<file path="src/design/assert_macros.svh">
// ----------------------------------------------------------------------------
// Assertion macros
// Concurrent assertion wrappers; define NO_ASSERTIONS to compile them out.
// ----------------------------------------------------------------------------
`ifndef ASSERT_MACROS_SVH
`define ASSERT_MACROS_SVH

`ifndef NO_ASSERTIONS

// same-cycle implication
`define ASSERT_IMPLY(lbl, clk, rst, ante, cons, msg) \
  lbl: assert property (@(posedge clk) disable iff (rst) (ante) |-> (cons)) else $error(msg);

// next-cycle implication
`define ASSERT_NEXT(lbl, clk, rst, ante, cons, msg) \
  lbl: assert property (@(posedge clk) disable iff (rst) (ante) |=> (cons)) else $error(msg);

`else

`define ASSERT_IMPLY(lbl, clk, rst, ante, cons, msg)
`define ASSERT_NEXT(lbl, clk, rst, ante, cons, msg)

`endif

`endif

</file>
<file path="src/design/b64d_pkg.sv">
// ----------------------------------------------------------------------------
// b64d_pkg
// Types, status codes and the alphabet lookup for the strict base64 decoder.
// ----------------------------------------------------------------------------
`timescale 1ns / 1ps

package b64d_pkg;

  localparam int unsigned CountW = 21;
  localparam int unsigned AccW   = 18;
  localparam int unsigned FifoDepth = 4;
  localparam int unsigned PtrW   = $clog2(FifoDepth);
  localparam int unsigned FillW  = $clog2(FifoDepth + 1);
  localparam int unsigned MaxRes = 3;

  localparam logic [CountW-1:0] COUNT_MAX     = {CountW{1'b1}};
  localparam logic [CountW-1:0] MAX_CHARS_RST = CountW'(1048576);

  localparam logic [7:0] PAD_CHAR = 8'h3D;

  localparam logic [2:0] ST_OK       = 3'd0;
  localparam logic [2:0] ST_BAD_CHAR = 3'd1;
  localparam logic [2:0] ST_BAD_PAD  = 3'd2;
  localparam logic [2:0] ST_BAD_LEN  = 3'd3;
  localparam logic [2:0] ST_TOO_LONG = 3'd4;

  typedef struct packed {
    logic [7:0] character;
    logic       end_of_stream;
  } in_item_t;

  typedef struct packed {
    logic [7:0] data_byte;
    logic [2:0] status;
    logic       final_res;
  } out_item_t;

  // alphabet lookup; bit 6 set means not a digit
  function automatic logic [6:0] sextet_of(input logic [7:0] c);
    logic [6:0] v;
    v = 7'd64;
    if (c >= 8'h41 && c <= 8'h5A) v = 7'(c - 8'h41);
    else if (c >= 8'h61 && c <= 8'h7A) v = 7'(c - 8'h61 + 8'd26);
    else if (c >= 8'h30 && c <= 8'h39) v = 7'(c - 8'h30 + 8'd52);
    else if (c == 8'h2B) v = 7'd62;
    else if (c == 8'h2F) v = 7'd63;
    return v;
  endfunction

endpackage

</file>
<file path="src/design/strict_base64_decoder.sv">
// ----------------------------------------------------------------------------
// strict_base64_decoder
// Strict standard-alphabet base64 decoder, one character in per unstalled cycle,
// decoded bytes and error results out through a small result queue.
// ----------------------------------------------------------------------------
//   channel | direction | handshake          | payload
//   in      | in        | in_valid/in_stall  | in_data (character, end_of_stream)
//   out     | out       | out_valid/out_stall| out_data (data_byte, status, final_res)
//   cfg     | in        | cfg_write          | cfg_data (max_chars)
//
// One character per cycle while in_stall is low; a character is decoded in the
// cycle it is taken and its results sit in a four-entry queue the cycle after.
// The queue drains one result per cycle while out_stall is low; a fourth-position
// character needs three free entries, any other one entry, else in_stall rises.
// Reset (rst, synchronous) empties the queue, clears the stream state and
// sets max_chars to 1048576.
// ----------------------------------------------------------------------------
`timescale 1ns / 1ps
`include "assert_macros.svh"

module strict_base64_decoder (
  input  logic                              clk,
  input  logic                              rst,
  input  logic                              in_valid,
  output logic                              in_stall,
  input  b64d_pkg::in_item_t                in_data,
  output logic                              out_valid,
  input  logic                              out_stall,
  output b64d_pkg::out_item_t               out_data,
  input  logic                              cfg_write,
  input  logic [b64d_pkg::CountW-1:0]       cfg_data
);

  logic [b64d_pkg::CountW-1:0] max_chars;
  logic [1:0]                  quartet_position, quartet_position_next;
  logic [b64d_pkg::AccW-1:0]   acc, acc_next;
  logic                        pad_seen, pad_seen_next;
  logic [b64d_pkg::CountW-1:0] char_count, char_count_next;
  logic                        failed, failed_next;

  b64d_pkg::out_item_t         fifo [b64d_pkg::FifoDepth];
  logic [b64d_pkg::PtrW-1:0]   head, tail;
  logic [b64d_pkg::FillW-1:0]  fill;

  logic                        in_acc, pop;
  logic [1:0]                  push_n;
  b64d_pkg::out_item_t         res [b64d_pkg::MaxRes];
  logic [b64d_pkg::PtrW-1:0]   wr_ptr [b64d_pkg::MaxRes];

  // a fourth-position character may push three results
  always_comb begin
    if (quartet_position == 2'd3 && !failed) begin
      in_stall = fill > b64d_pkg::FillW'(b64d_pkg::FifoDepth - b64d_pkg::MaxRes);
    end else begin
      in_stall = fill == b64d_pkg::FillW'(b64d_pkg::FifoDepth);
    end
  end

  assign in_acc    = in_valid && !in_stall;
  assign out_valid = fill != '0;
  assign out_data  = fifo[head];
  assign pop       = out_valid && !out_stall;

  always_comb begin
    logic                        eos, is_pad, bad_digit, err;
    logic [6:0]                  v;
    logic [5:0]                  d;
    logic [b64d_pkg::CountW-1:0] cnt;
    logic [23:0]                 full;
    logic [2:0]                  code;
    logic [1:0]                  n;

    eos       = in_data.end_of_stream;
    is_pad    = in_data.character == b64d_pkg::PAD_CHAR;
    v         = b64d_pkg::sextet_of(in_data.character);
    bad_digit = v[6];
    d         = is_pad ? 6'd0 : v[5:0];
    cnt       = (char_count != b64d_pkg::COUNT_MAX) ? char_count + 1'b1 : char_count;
    full      = {acc, d};
    n         = pad_seen ? 2'd1 : (is_pad ? 2'd2 : 2'd3);
    err       = 1'b0;
    code      = b64d_pkg::ST_OK;

    quartet_position_next = quartet_position;
    acc_next              = acc;
    pad_seen_next         = pad_seen;
    char_count_next       = char_count;
    failed_next           = failed;
    push_n                = 2'd0;
    for (int k = 0; k < b64d_pkg::MaxRes; k++) begin
      res[k] = '{data_byte: full[23-8*k -: 8], status: b64d_pkg::ST_OK,
                 final_res: eos && (k == int'(n) - 1)};
    end

    if (in_acc) begin
      if (failed) begin
        if (eos) begin
          quartet_position_next = '0;
          acc_next              = '0;
          pad_seen_next         = 1'b0;
          char_count_next       = '0;
          failed_next           = 1'b0;
        end
      end else if (cnt > max_chars) begin
        err  = 1'b1;
        code = b64d_pkg::ST_TOO_LONG;
      end else begin
        char_count_next = cnt;
        if (quartet_position != 2'd3) begin
          if (quartet_position == 2'd2 && is_pad) begin
            if (acc[3:0] != 4'd0) begin
              err  = 1'b1;
              code = b64d_pkg::ST_BAD_PAD;
            end
          end else if (bad_digit) begin
            err  = 1'b1;
            code = b64d_pkg::ST_BAD_CHAR;
          end
          if (!err) begin
            pad_seen_next         = quartet_position == 2'd2 && is_pad;
            acc_next              = {acc[b64d_pkg::AccW-7:0], d};
            quartet_position_next = quartet_position + 2'd1;
            if (eos) begin
              err  = 1'b1;
              code = b64d_pkg::ST_BAD_LEN;
            end
          end
        end else begin
          if (pad_seen && !is_pad) begin
            err  = 1'b1;
            code = b64d_pkg::ST_BAD_PAD;
          end else if (is_pad) begin
            // pad in the last position only on the final quartet, clean tail bits
            if (!eos || (!pad_seen && acc[1:0] != 2'd0)) begin
              err  = 1'b1;
              code = b64d_pkg::ST_BAD_PAD;
            end
          end else if (bad_digit) begin
            err  = 1'b1;
            code = b64d_pkg::ST_BAD_CHAR;
          end
          if (!err) begin
            push_n                = n;
            quartet_position_next = '0;
            acc_next              = '0;
            pad_seen_next         = 1'b0;
            if (eos) char_count_next = '0;
          end
        end
      end

      if (err) begin
        push_n                = 2'd1;
        res[0]                = '{data_byte: 8'd0, status: code, final_res: 1'b1};
        quartet_position_next = '0;
        acc_next              = '0;
        pad_seen_next         = 1'b0;
        char_count_next       = '0;
        failed_next           = !eos;
      end
    end

    for (int k = 0; k < b64d_pkg::MaxRes; k++) begin
      wr_ptr[k] = tail + b64d_pkg::PtrW'(k);
    end
  end

  always_ff @(posedge clk) begin
    for (int k = 0; k < b64d_pkg::MaxRes; k++) begin
      if (k < int'(push_n)) fifo[wr_ptr[k]] <= res[k];
    end
  end

  always_ff @(posedge clk) begin
    if (rst) begin
      max_chars        <= b64d_pkg::MAX_CHARS_RST;
      quartet_position <= '0;
      acc              <= '0;
      pad_seen         <= 1'b0;
      char_count       <= '0;
      failed           <= 1'b0;
      head             <= '0;
      tail             <= '0;
      fill             <= '0;
    end else begin
      if (cfg_write) max_chars <= cfg_data;
      quartet_position <= quartet_position_next;
      acc              <= acc_next;
      pad_seen         <= pad_seen_next;
      char_count       <= char_count_next;
      failed           <= failed_next;
      tail             <= tail + b64d_pkg::PtrW'(push_n);
      head             <= head + b64d_pkg::PtrW'(pop);
      fill             <= fill + b64d_pkg::FillW'(push_n) - b64d_pkg::FillW'(pop);
    end
  end

  `ASSERT_IMPLY(a_fill_bound, clk, rst, 1'b1, fill <= b64d_pkg::FillW'(b64d_pkg::FifoDepth), "result queue overfilled")
  `ASSERT_NEXT(a_drop_no_push, clk, rst, in_acc && failed, fill <= $past(fill), "result pushed while dropping")
  `ASSERT_IMPLY(a_err_final, clk, rst, out_valid && out_data.status != b64d_pkg::ST_OK, out_data.final_res, "error result not final")
  `ASSERT_IMPLY(a_pos_count, clk, rst, quartet_position != 2'd0, char_count != '0, "quartet position without characters")

endmodule
</file>
<file path="config.mk">
export PLATFORM = sky130hd
export DESIGN_NAME = strict_base64_decoder
export DESIGN_NICKNAME = d
export VERILOG_FILES = /design/src/design/b64d_pkg.sv /design/src/design/strict_base64_decoder.sv
export VERILOG_INCLUDE_DIRS = /design/src /design/src/design
export SDC_FILE = /design/constraint.sdc
export NUM_CORES = 1
export LEC_CHECK = 0
export ABC_AREA = 1
export BUFFER_PORTS_ARGS = -buffer_cell sky130_fd_sc_hd__buf_2
export CAP_MARGIN = 20
export CORE_AREA = 2 2 136 138
export CTS_BUF_LIST = sky130_fd_sc_hd__clkbuf_8
export DETAILED_ROUTE_END_ITERATION = 7
export DIE_AREA = 0 0 138 140
export PLACE_DENSITY = 0.62
export REMOVE_ABC_BUFFERS = 1
export SYNTH_ARGS = -nofsm -noshare
export SYNTH_HDL_FRONTEND = slang
export SYNTH_SLANG_ARGS = --single-unit
</file>
<file path="constraint.sdc">
create_clock -name clk -period 4.3 [get_ports clk]
set_input_delay 0.43 -clock clk [delete_from_list [all_inputs] [get_ports clk]]
set_output_delay 0.43 -clock clk [all_outputs]
set_load 0.01 [all_outputs]
</file>
Word-level counts from Yosys, hierarchy flattened
Memory sizes are Yosys's and may differ from the RTL's. A register that Yosys moved wholly into a read port is not among the register bits.
Cells that the tools add are included.

operators by class
  add/subtract/negate cells = 14
  order comparisons = 11
  eq/ne operators = 14
  muxes and demuxes = 87
  reductions and logical operators = 25

operator list
  kind                                                             count
  2-to-1 mux 21 bit                                                8
  2-to-1 mux 18 bit                                                7
  2-to-1 mux 1 bit                                                 39
  2-to-1 mux 7 bit                                                 5
  2-to-1 mux 2 bit                                                 17
  logical NOT 32 bit                                               1
  equality test 8 x 6 -> 1 bit (second input constant)             3
  2-to-1 mux 12 bit                                                2
  2-to-1 mux 3 bit                                                 8
  adder 21 x 1 -> 21 bit (second input constant)                   1
  > comparator 21 bit                                              1
  != test 21 bit (second input constant)                           1
  >= comparator 8 x 7 -> 1 bit (second input constant)             2
  less-or-equal comparator 8 x 7 -> 1 bit (second input constant)  2
  subtractor 7 bit (second input constant)                         2
  logical AND 1 bit                                                12
  >= comparator 8 x 6 -> 1 bit (second input constant)             1
  less-or-equal comparator 8 x 6 -> 1 bit (second input constant)  1
  != test 4 x 3 -> 1 bit (second input constant)                   2
  adder 7 x 5 -> 7 bit (second input constant)                     1
  adder 7 x 6 -> 7 bit (second input constant)                     1
  subtractor 7 x 6 -> 7 bit (second input constant)                1
  logical NOT 1 bit                                                6
  2-to-1 mux 6 bit                                                 1
  other kinds (22)                                                 26

storage, ports and cells
  bits in registers = 71
  memory bits (writable) = 48
  input bits = 35
  output and inout bits = 14
  logic and storage cells = 161
  memories kept = 1

memories
  memory  words  width  rd ports  clocked after memory_dff  wr ports  RTL line                     text
  fifo    4      12     1         1                         3         strict_base64_decoder.sv:41  b64d_pkg::out_item_t fifo [b64d_pkg::FifoDepth];

Logic depth before layout (Yosys ltp)
Gate-level depths: netlist of run 1.

  word-level depth = 22
  gate-level depth with buffers = 30
  depth with buffers taken out = 29

Least setup slack after synthesis of run 1
No wires, ideal clock.

  path type = register to register
  start = register char_count[0] (netlist name)
  end = register fill[2] (netlist name)
  library setup time = 0.120 ns
  data arrival time = 4.267 ns
  data required time = 4.180 ns
  slack = -0.087 ns
  cell stages (with the launch flop) = 29
  path buffers = 2
  clock period less this slack = 4.387 ns
  cell sequence = dfxtp_1 ha_1 inv_1 nor3_1 nand4_1 nor2_1 inv_1 clkbuf_1 nand2_1 ha_1 a21oi_1 o21ai_0 nand2_1 nand2_1 nand2_1 nand3_1 nand2_1 nand2_1 nor2_1 nand3_1 nand2_4 buf_2 inv_1 ha_1 inv_1 ha_1 fa_1 o21ai_0 a21oi_1

between the ends
  longest elaborated chain between the ends = 10
  elaborated cells on any way between the ends = 13
  classes of those cells = 3 x add/sub; 1 x order compare; 1 x eq/ne; 8 x mux

ends and longest elaborated chain
  what                                                             RTL line                      text
  from (decl)                                                      strict_base64_decoder.sv:38   logic [b64d_pkg::CountW-1:0] char_count, char_count_next;
  from (signal assigned)                                           strict_base64_decoder.sv:190  char_count <= char_count_next;
  adder 21 x 1 -> 21 bit / != test 21 bit (equally long branches)  strict_base64_decoder.sv:78   cnt = (char_count != b64d_pkg::COUNT_MAX) ? char_count + 1'b1 : char_count;
  2-to-1 mux 21 bit (*)                                            strict_base64_decoder.sv:78
  > comparator 21 bit (*)                                          strict_base64_decoder.sv:104  end else if (cnt > max_chars) begin
  2-to-1 mux 1 bit                                                 strict_base64_decoder.sv:104
  2-to-1 mux 1 bit                                                 strict_base64_decoder.sv:96   if (failed) begin
  2-to-1 mux 1 bit                                                 strict_base64_decoder.sv:95   if (in_acc) begin
  2-to-1 mux 2 bit (*)                                             strict_base64_decoder.sv:152  if (err) begin
  2-to-1 mux 2 bit (*)                                             strict_base64_decoder.sv:95
  adder 3 x 2 -> 3 bit (*)                                         strict_base64_decoder.sv:194  fill <= fill + b64d_pkg::FillW'(push_n) - b64d_pkg::FillW'(pop);
  subtractor 3 x 1 -> 3 bit (*)                                    strict_base64_decoder.sv:194
  to (signal assigned)                                             strict_base64_decoder.sv:194
  to (decl)                                                        strict_base64_decoder.sv:43   logic [b64d_pkg::FillW-1:0] fill;

Every way passes the cells marked *; elsewhere a longest branch is shown, timed or not. The select of a mux whose other input is x is not followed.
A chain may end at the register's enable or synchronous reset.

Worst setup path in the final report of run 1
  start = register char_count[3] (netlist name)
  end = register fill[1] (netlist name)

Same word-level chain as after synthesis.

==> results of run 1 <==
area by class of cell:
cell class	instances	share of cell area, %
flip-flops and latches	119	30.7
multi-input cells	834	50.3
clock buffers	17	2.60
clock inverters	15	1.42
well taps	229	3.18
inverters	119	5.01
repair buffers	91	6.80
per-stage QoR:
| step | cell area (sq um) | setup slack (ns) | utilization, % | std cells | TNS, ns |
|---|---|---|---|---|---|
| floorplan | 7600 | -0.114 | - | 1072 | -0.166 |
| detailed placement | 8450 | -0.0365 | 47.5 | 1385 | -0.0365 |
| global placement | 8450 | -0.0412 | 47.5 | 1385 | -0.0412 |
| CTS | 8810 | 0.0151 | 49.6 | 1417 | 0 |
| finish | 9020 | 0.204 | 50.7 | 1424 | 0 |
| global route | 9020 | -0.0283 | 50.7 | 1424 | -0.0283 |
layer usage:
layer  wire length (um)  up-vias  global-route usage [%]
met5                  0        -                       0
met2              10100      169                    37.1
li1                   -     3886                       -
met3                870       20                    4.14
met1               9800     3464                    28.5
met4                224        0                    5.26
power by group through the flow:
stage               logic, mW  registers (mW)  clock network, mW
floorplan               0.681            1.39                  0
global placement         1.09            1.39                  0
detailed placement       1.10            1.39                  0
CTS                      1.11            1.36              0.971
global route             1.24            1.38               1.02
finish                   1.11            1.36              0.954
timing repair:
action / CTS / global route
pin swaps: 0 / 14
gates cloned: 0 / 0
setup endpoints to repair: 1 / 100
gates resized for setup: 1 / 48
setup buffers: 0 / 7
registers in the layout (all words and copies together) (netlist names):
| signal | flops |
|---|---|
| fifo | 48 |
| pad_seen | 1 |
| fill | 3 |
| tail | 2 |
| acc | 18 |
| char_count | 21 |
| failed | 1 |
| max_chars | 21 |
| quartet_position | 2 |
| head | 2 |
cell usage in the layout (no fill, tap or decap), types with 5 or more instances in the layout:
cell	count
buf_4	39
nand2_2	12
inv_2	15
o21ai_0	66
nor2_2	7
nand2_4	7
nor3_1	11
inv_1	102
nand4_1	41
clkbuf_8	17
nor3_2	7
a21oi_2	11
buf_2	48
a21oi_1	118
xor2_1	16
dfxtp_1	73
xnor2_1	6
o22ai_1	14
ha_1	36
edfxtp_1	36
o211ai_1	5
nor2_1	150
nand3_1	100
nand2_1	193
nand3_2	9
dfxtp_2	6
worst max-delay path: stages, from the launching register on:
cell and delay (ns):
dfxtp_2 0.37, nand2_4 0.08, nor3_4 0.18, nand2_2 0.10
nor3_2 0.11, nand3_1 0.13, nor2_2 0.13, nand2_2 0.10
nand3_2 0.09, nor2_1 0.05, xor2_1 0.16, ha_1 0.30
nand4_1 0.15, nor3_1 0.18, o21ai_0 0.12, nand3_1 0.11
nand2_2 0.08, buf_4 0.16, nand3_2 0.08, nand2_2 0.08
nand2_4 0.11, inv_1 0.05, ha_1 0.27, inv_1 0.04
ha_1 0.18, fa_2 0.51, inv_1 0.03, nor2_1 0.06
path summary, 6_finish.rpt:
| check | startpoint | end | cells past startpoint |
|---|---|---|---|
| worst max register to register | char_count[3] | fill[1] | 27 |
| worst min-delay path | cfg_data[20] | max_chars[20] | 3 |
| worst min register to register | max_chars[16] | max_chars[16] | 2 |
| worst max-delay path | char_count[3] | fill[1] | 27 |
kinds of logic after synthesis:
family | after synthesis | synth area share (%)
XOR/XNOR | 23 | 2.55
adder cells (fa/ha/maj) | 38 | 6.12
flip-flops | 119 | 34.8
buffers and inverters | 175 | 9.45
AO/OA/AOI/OAI | 224 | 15.4
AND/OR/NAND/NOR | 549 | 31.7
==> results.py, run 1 <==
metrics = {
    "status": {
        "status": "complete, no violations",
    },
    "floorplan": {
        "die_h_um": 140,
        "num_rows": 49,
        "io_pins": 49,
        "die_x_um": 138,
        "fp.dieArea_sq_um": 19300,
        "start_util_pct": 44.4,
        "core_sq_um": 17800,
    },
    "setup_path": {
        "reg2reg_slack_ns": 0.20,
        "worstSetupStartpointType": "flip-flop",
        "crit_required_ns": 4.69,
        "worstSetupPathType": "reg2reg",
        "critical_path_arrival_ns": 4.48,
        "end_kind": "flip-flop",
        "crit_fanout": 4,
    },
    "power_and_ir_drop": {
        "intPower_mw": 2.10,
        "p_sw_mw": 1.32,
        "switching_share_pct": 38.5,
        "seqPwrFrac_pct": 39.8,
        "power_mw": 3.42,
        "clock_power_share_pct": 27.9,
        "peakVddDrop_mv": 0.488,
        "comb_power_share_pct": 32.4,
        "cellLeakagePower_nw": 4.00,
        "powerDensity_nw_per_um2": 380,
    },
    "detailed_routing": {
        "drt_pre_antenna_iters": 7,
        "postRouteAntennaNets": 0,
        "wl_per_cell_um": 14.7,
        "vias": 7539,
        "first_iter_violations": 551,
        "viasPerCell": 5.29,
        "drcViolationCount": 0,
        "wl_um": 21000,
    },
    "timing": {
        "whs_ns": 0.212,
        "setup_viol": 0,
        "skew_ns": 0.0167,
        "worst_slew_pin_slew_ns": 0.972,
        "period_minus_slack_ns": 4.10,
        "hold_viol": 0,
        "slew_headroom_pct": 35.1,
        "min_period_over_period_pct": 95.3,
        "finalMaxSlewViolations": 0,
        "fmax_mhz": 244,
    },
    "grt": {
        "grt_util_all_layers_pct": 21.7,
        "antenna_found_initial": 0,
        "grt-ovfl-total": 0,
        "grt_pass1_vias": 6941,
        "grt_pass1_wl_um": 34600,
        "grt_max_degree": 49,
    },
    "final_layout": {
        "n_antenna_cell": 0,
        "area_growth_pct": 14.3,
        "drive_above_1_share_pct": 17.9,
        "seqCellArea_sq_um": 2770,
        "nNetsFinal": 1255,
        "final.fill_count": 1856,
        "multiInputGateArea_sq_um": 4540,
    },
    "synth": {
        "synth_cells": 1128,
        "synth_top_area_share_pct": 21.1,
        "synth_most_common_cell": "nand2_1",
        "yosysTopAreaCell": "dfxtp_1",
        "synth-seq-area-share_pct": 34.8,
        "synthDistinctLibCells": 42,
        "syn_area_per_cell_sq_um": 7.00,
        "async_flop_share_pct": 0,
        "syn-cell-area_sq_um": 7890,
        "synth-edff-count": 36,
        "synthFlopType": "dfxtp_1",
        "synthTopCellsByCount": "nand2_1, nor2_1, a21oi_1",
        "synth_area_leaders": "dfxtp_1, edfxtp_1, nand2_1",
        "ys_seq_elements": 119,
        "ys_warn_count": 0,
    },
    "place": {
        "dpl.hpwl_um": 15400,
        "place.gp.congestion": 0.932,
        "port_buffers": 48,
    },
    "min_path": {
        "min_path_type": "in2reg",
    },
    "cts": {
        "cts-root-buf": "clkbuf_8",
        "clk_pin_slew_worst_paths_ns": 0.08,
        "cts_buffers": 17,
        "clock_path_buffers": 2,
        "hold_buffers": 0,
        "h-tree-depth": 4,
        "insertion_delay_ns": 0.45,
        "cts_tree": "built",
        "clock_sinks": 119,
    },
    "flow_run": {
        "drv_cap": 0,
    },
}
Power figures use the tool's default switching activity.
==> run 2: changes to the inputs <==
--- a/config.mk
+++ b/config.mk
@@ -9,11 +9,11 @@
 export ABC_AREA = 1
 export BUFFER_PORTS_ARGS = -buffer_cell sky130_fd_sc_hd__buf_2
 export CAP_MARGIN = 20
-export CORE_AREA = 2 2 136 138
+export CORE_AREA = 2 2 144 146
 export CTS_BUF_LIST = sky130_fd_sc_hd__clkbuf_8
 export DETAILED_ROUTE_END_ITERATION = 7
-export DIE_AREA = 0 0 138 140
-export PLACE_DENSITY = 0.62
+export DIE_AREA = 0 0 146 148
+export PLACE_DENSITY = 0.56
 export REMOVE_ABC_BUFFERS = 1
 export SYNTH_ARGS = -nofsm -noshare
 export SYNTH_HDL_FRONTEND = slang
==> results.py, run 2 (synthesized netlist as in run 1, its figures left out) <==
metrics = {
    "final_layout": {
        "final.fill_count": 2199,
        "largest_register_ffs": 48,
        "layout_commonest_cell": "nand2_1",
        "utilization_pct": 45.0,
        "area_growth_pct": 14.3,
        "n_antenna_cell": 0,
        "nNetsFinal": 1258,
        "multiInputGateArea_sq_um": 4520,
        "drive_above_1_share_pct": 17.8,
        "final_cell_mix": "nand2_1, nor2_1, a21oi_1",
        "seqCellArea_sq_um": 2770,
    },
    "setup_path": {
        "cp_slowest_cell": "fa_2",
        "r2r_cells": 25,
        "path_buf_inv": 8,
        "crit_path_frequent_cell": "inv_1",
        "slowest_delay_ns": 0.51,
        "end_kind": "flip-flop",
        "path_depth": 25,
        "worstSetupPathType": "reg2reg",
        "crit_required_ns": 4.68,
        "cp_top_family": "simple AND/OR/NAND/NOR gates",
        "worstSetupStartpointType": "flip-flop",
        "critical_path_arrival_ns": 4.49,
        "crit_fanout": 4,
    },
    "detailed_routing": {
        "postRouteAntennaNets": 0,
        "wl_um": 21900,
        "viasPerCell": 5.19,
        "wl_per_cell_um": 14.9,
        "first_iter_violations": 605,
        "vias": 7614,
        "drcViolationCount": 0,
        "drt_pre_antenna_iters": 6,
    },
    "power_and_ir_drop": {
        "cellLeakagePower_nw": 3.99,
        "powerDensity_nw_per_um2": 370,
        "peakVddDrop_mv": 0.203,
    },
    "place": {
        "pre_cts_ws_ns": 0.0479,
        "dpl.hpwl_um": 16100,
        "port_buffers": 48,
        "place.gp.congestion": 0.932,
    },
    "grt": {
        "grt_pass1_wl_um": 35700,
        "grt_util_all_layers_pct": 20.3,
        "grt_pass1_vias": 6958,
        "grt-ovfl-total": 0,
        "grt_max_degree": 48,
        "antenna_found_initial": 0,
    },
    "flow_run": {
        "drv_cap": 0,
    },
    "cts": {
        "insertion_delay_ns": 0.45,
        "clock_sinks": 119,
        "hold_buffers": 0,
        "h-tree-depth": 4,
        "clk_pin_slew_worst_paths_ns": 0.08,
        "cts_tree": "built",
        "cts_buffers": 17,
        "cts-root-buf": "clkbuf_8",
        "clock_path_buffers": 2,
    },
    "timing": {
        "setup_ws_ns": 0.186,
        "finalMaxSlewViolations": 0,
        "whs_ns": 0.201,
        "skew_ns": 0.0193,
        "min_period_over_period_pct": 95.7,
        "hold_viol": 0,
        "worst_slew_pin_slew_ns": 0.989,
        "slew_headroom_pct": 33.8,
        "period_minus_slack_ns": 4.11,
        "fmax_mhz": 243,
        "setup_viol": 0,
    },
    "min_path": {
        "min_path_type": "in2reg",
        "hold_depth": 3,
    },
    "floorplan": {
        "num_rows": 52,
        "io_pins": 49,
        "fp.dieArea_sq_um": 21600,
        "die_x_um": 146,
        "die_h_um": 148,
        "core_sq_um": 20000,
        "start_util_pct": 39.4,
    },
    "status": {
        "status": "complete, no violations",
    },
}
==> run 2: cell type report <==
type / instances / area share, %
Sequential cell: 119 / 30.7
Clock buffer: 17 / 2.59
Inverter: 119 / 5.01
Tap cell: 270 / 3.74
Multi-Input combinational cell: 834 / 50.1
Timing Repair Buffer: 94 / 6.89
Clock inverter: 15 / 1.01
==> run 2: per-layer routing <==
metal,GRT usage (%),up-vias,wire length (um)
met2,33.1,206,10100
met4,5.15,0,312
met3,3.64,36,1050
li1,-,3907,-
met1,28.0,3465,10400
met5,0,-,0
==> run 2: through the flow <==
step	std cells	total power, mW	instance area (sq um)	TNS [ns]
after floorplan	1072	2.07	7600	-0.166
after global placement	1431	2.49	8500	0
after detailed placement	1431	2.50	8500	0
after CTS	1463	3.36	8830	0
after global routing	1468	3.56	9020	-0.322
final	1468	3.34	9020	0
==> run 2: final timing paths <==
| check | startpoint | endpoint | slack [ns] |
|---|---|---|---|
| worst max-delay path | char_count[0] | fill[1] | 0.19 |
| worst min-delay path | cfg_data[0] | max_chars[0] | 0.20 |
| worst max register to register | char_count[0] | fill[1] | 0.19 |
| worst min register to register | acc[15] | acc[15] | 0.47 |
==> run 2: timing repair <==
| action | in CTS | in global routing |
|---|---|---|
| buffers inserted | 0 | 4 |
| hold endpoints to repair | 0 | 0 |
| endpoints found under the setup margin | 1 | 77 |
| pin swaps | 0 | 9 |
| resized for setup | 1 | 48 |
==> run 2: power by group <==
part | internal, mW | switching, mW | leakage, nW
registers | 1.29 | 0.0717 | 1.05
clock network | 0.386 | 0.480 | 0.163
logic | 0.353 | 0.761 | 2.78
total | 2.03 | 1.31 | 3.99
==> run 2: worst register-to-register path: stages (launching register included) <==
cell,delay (ns)
dfxtp_1,0.34
ha_2,0.18
inv_1,0.06
nor3_2,0.15
buf_4,0.15
inv_1,0.04
nor2_1,0.15
nand4_1,0.21
xnor2_2,0.20
ha_1,0.30
nand4_1,0.22
inv_2,0.14
buf_4,0.11
nand4_1,0.14
nand2_4,0.13
nand2_1,0.05
nor2_1,0.11
nand3_2,0.12
nand2_4,0.10
inv_1,0.04
ha_1,0.26
inv_1,0.04
ha_2,0.16
fa_2,0.51
inv_1,0.04
nor2_1,0.08
==> run 3: changes to the inputs <==
--- a/config.mk
+++ b/config.mk
@@ -6,13 +6,12 @@
 export SDC_FILE = /design/constraint.sdc
 export NUM_CORES = 1
 export LEC_CHECK = 0
-export ABC_AREA = 1
 export BUFFER_PORTS_ARGS = -buffer_cell sky130_fd_sc_hd__buf_2
 export CAP_MARGIN = 20
-export CORE_AREA = 2 2 144 146
+export CORE_AREA = 2 2 138 140
 export CTS_BUF_LIST = sky130_fd_sc_hd__clkbuf_8
 export DETAILED_ROUTE_END_ITERATION = 7
-export DIE_AREA = 0 0 146 148
+export DIE_AREA = 0 0 140 142
 export PLACE_DENSITY = 0.56
 export REMOVE_ABC_BUFFERS = 1
 export SYNTH_ARGS = -nofsm -noshare
==> results.py, run 3 <==
metrics = {
    "detailed_routing": {
        "viasPerCell": 5.36,
        "wl_um": 19600,
        "drcViolationCount": 1,
        "wl_per_cell_um": 16.7,
        "postRouteAntennaNets": 0,
        "drt_pre_antenna_iters": 7,
        "vias": 6293,
        "first_iter_violations": 330,
    },
    "timing": {
        "hold_viol": 0,
        "finalMaxSlewViolations": 0,
        "fin_setup_tns_ns": -0.978,
        "setup_viol": 12,
        "setup_ws_ns": -0.173,
        "period_minus_slack_ns": 4.47,
        "worst_slew_pin_slew_ns": 0.865,
        "slew_headroom_pct": 42.3,
        "rsz0062_at_grt": "yes",
        "whs_ns": 0.207,
        "fmax_mhz": 224,
        "min_period_over_period_pct": 104,
        "skew_ns": 0.0106,
    },
    "cts": {
        "clk_pin_slew_worst_paths_ns": 0.08,
        "h-tree-depth": 4,
        "cts_tree": "built",
        "cts_buffers": 17,
        "clock_path_buffers": 2,
        "clock_sinks": 119,
        "hold_buffers": 0,
        "insertion_delay_ns": 0.45,
        "cts-root-buf": "clkbuf_8",
    },
    "setup_path": {
        "r2r_cells": 23,
        "timing.rr.start": "char_count[6]",
        "worstSetupStartpointType": "flip-flop",
        "critical_path_arrival_ns": 4.86,
        "crit_required_ns": 4.69,
        "worstSetupPathType": "reg2reg",
        "reg2reg_slack_ns": -0.17,
        "end_kind": "flip-flop",
        "crit_fanout": 5,
        "reg2reg_to": "tail[1]",
    },
    "power_and_ir_drop": {
        "power_mw": 3.11,
        "seqPwrFrac_pct": 43.5,
        "cellLeakagePower_nw": 3.87,
        "clock_power_share_pct": 29.7,
        "switching_share_pct": 33.9,
        "intPower_mw": 2.06,
        "comb_power_share_pct": 26.8,
        "peakVddDrop_mv": 0.183,
        "p_sw_mw": 1.06,
        "powerDensity_nw_per_um2": 332,
    },
    "synth": {
        "synth-simple-area-share_pct": 22.8,
        "synth_most_common_cell": "nand2_1",
        "yosysTopAreaCell": "dfxtp_1",
        "syn_area_per_cell_sq_um": 9.18,
        "ys_warn_count": 0,
        "yosys-mux-area-fraction_pct": 6.79,
        "synthTopCellsByCount": "nand2_1, dfxtp_1, nor2_1",
        "synth_area_leaders": "dfxtp_1, edfxtp_1, ha_1",
        "synthFlopType": "dfxtp_1",
        "synth-edff-count": 36,
        "synth_xor_area_share_pct": 2.79,
        "ys_seq_elements": 119,
        "synth_top_family_by_area": "simple AND/OR/NAND/NOR gates",
        "synthAdderAreaFrac_pct": 6.68,
        "syn-cell-area_sq_um": 7230,
        "synthDistinctLibCells": 73,
        "synth-seq-area-share_pct": 38.0,
        "synth_cells": 787,
        "synth_top_area_share_pct": 23.0,
        "async_flop_share_pct": 0,
        "synth_compound_area_share_pct": 18.1,
    },
    "place": {
        "pre_cts_ws_ns": -0.518,
        "place.gp.congestion": 0.846,
        "port_buffers": 48,
        "dpl.hpwl_um": 13900,
    },
    "floorplan": {
        "fp.dieArea_sq_um": 19900,
        "start_util_pct": 39.2,
        "die_x_um": 140,
        "io_pins": 49,
        "die_h_um": 142,
        "num_rows": 50,
        "core_sq_um": 18500,
    },
    "min_path": {
        "hold_start": "cfg_data[17]",
        "hold_depth": 3,
        "hold_end": "max_chars[17]",
        "min_path_type": "in2reg",
    },
    "grt": {
        "grt_util_all_layers_pct": 19.3,
        "antenna_found_initial": 0,
        "grt_pass1_vias": 6132,
        "grt-ovfl-total": 0,
        "grt_max_degree": 42,
        "grt_pass1_wl_um": 30900,
    },
    "final_layout": {
        "final.fill_count": 1697,
        "seqCellArea_sq_um": 2750,
        "area_growth_pct": 29.9,
        "final_cell_mix": "buf_4, nand2_1, nor2_1",
        "nNetsFinal": 1000,
        "n_antenna_cell": 0,
        "layout_commonest_cell": "buf_4",
        "largest_register_ffs": 48,
        "multiInputGateArea_sq_um": 4620,
        "drive_above_1_share_pct": 34.0,
    },
    "status": {
        "status": "complete, but fails checks",
        "violations": "design-rule violations, negative setup slack",
    },
    "flow_run": {
        "drv_cap": 0,
    },
}
run 3: changes by cell type in the layout (fill, tap and decap cells not counted), moves of 50 or more:
cell / previous run / this run
nand3_1: 99 / 12
a21oi_1: 119 / 26
nand2_1: 192 / 88
inv_1: 103 / 43
nor2_1: 153 / 78
buf_4: 43 / 93
run 3: area by class of cell:
| class | instances | share of cell area [%] |
|---|---|---|
| tap | 234 | 3.12 |
| timing repair buffer | 160 | 12.6 |
| clock buffer | 17 | 2.49 |
| inverter | 47 | 1.93 |
| clock inverter | 15 | 1.27 |
| multi-input combinational | 582 | 49.2 |
| sequential | 119 | 29.3 |
run 3: metrics by stage:
stage | std cells | area (sq um) | utilization [%]
after floorplan | 748 | 7050 | -
after global placement | 1123 | 8350 | 45.2
after detailed placement | 1123 | 8350 | 45.2
after CTS | 1162 | 8910 | 48.3
after global routing | 1174 | 9390 | 50.9
final | 1174 | 9390 | 50.9
run 3: logic make-up after synthesis:
| group | count (synthesis) |
|---|---|
| buf+inv | 86 |
| flops | 119 |
| simple gates | 309 |
| mux | 34 |
| compound gates | 178 |
| xor+xnor | 23 |
| fa+ha+maj | 38 |
run 3: power by group through the flow:
| stage | combinational [mW] | sequential [mW] | clock, mW |
|---|---|---|---|
| 2_1_floorplan | 0.486 | 1.35 | 0 |
| 3_3_place_gp | 0.745 | 1.37 | 0 |
| 3_5_place_dp | 0.750 | 1.38 | 0 |
| 4_1_cts | 0.763 | 1.35 | 0.949 |
| 5_1_grt | 0.915 | 1.37 | 0.992 |
| 6_report | 0.835 | 1.35 | 0.925 |
run 3: timing repair:
action                                  in CTS  in global routing
setup buffers                                7                 13
cloned                                       0                  2
resized for setup                           36                 85
endpoints found under the setup margin     129                124
pin swaps                                   25                 35
run 3: metal layers:
layer	part of all wire, %	track usage [%]	vias to the layer above
met5	0	0	-
met4	1.5	6.70	0
met3	3.1	3.50	28
met2	51	34.0	122
met1	44	24.0	2986
li1	-	-	3157
run 3: worst max path at each step:
stage                        from    endpoint  slack [ns]  depth (start not counted)
floorplan           char_count[7]  fifo[3][0]       -1.52                         15
global placement    char_count[9]     fill[2]       -0.41                         22
detailed placement  char_count[7]     fill[2]       -0.52                         22
CTS                 char_count[7]     fill[1]       -0.04                         21
global route        char_count[7]     tail[1]       -0.41                         22
finish              char_count[6]     tail[1]       -0.17                         23
run 3: critical path: stages, from the launching register on:
cell	delay, ns
dfxtp_1	0.33
and4_4	0.25
and4_4	0.22
buf_4	0.12
and3_1	0.17
buf_4	0.11
nand2_1	0.06
and2_4	0.17
or2_2	0.31
ha_4	0.27
nand4_1	0.18
nor4_2	0.31
buf_4	0.17
and4_4	0.23
buf_6	0.10
a211o_1	0.14
nand2_2	0.09
buf_6	0.13
buf_6	0.11
or2_4	0.25
ha_4	0.16
xor2_1	0.15
or2_1	0.23
a21oi_1	0.14
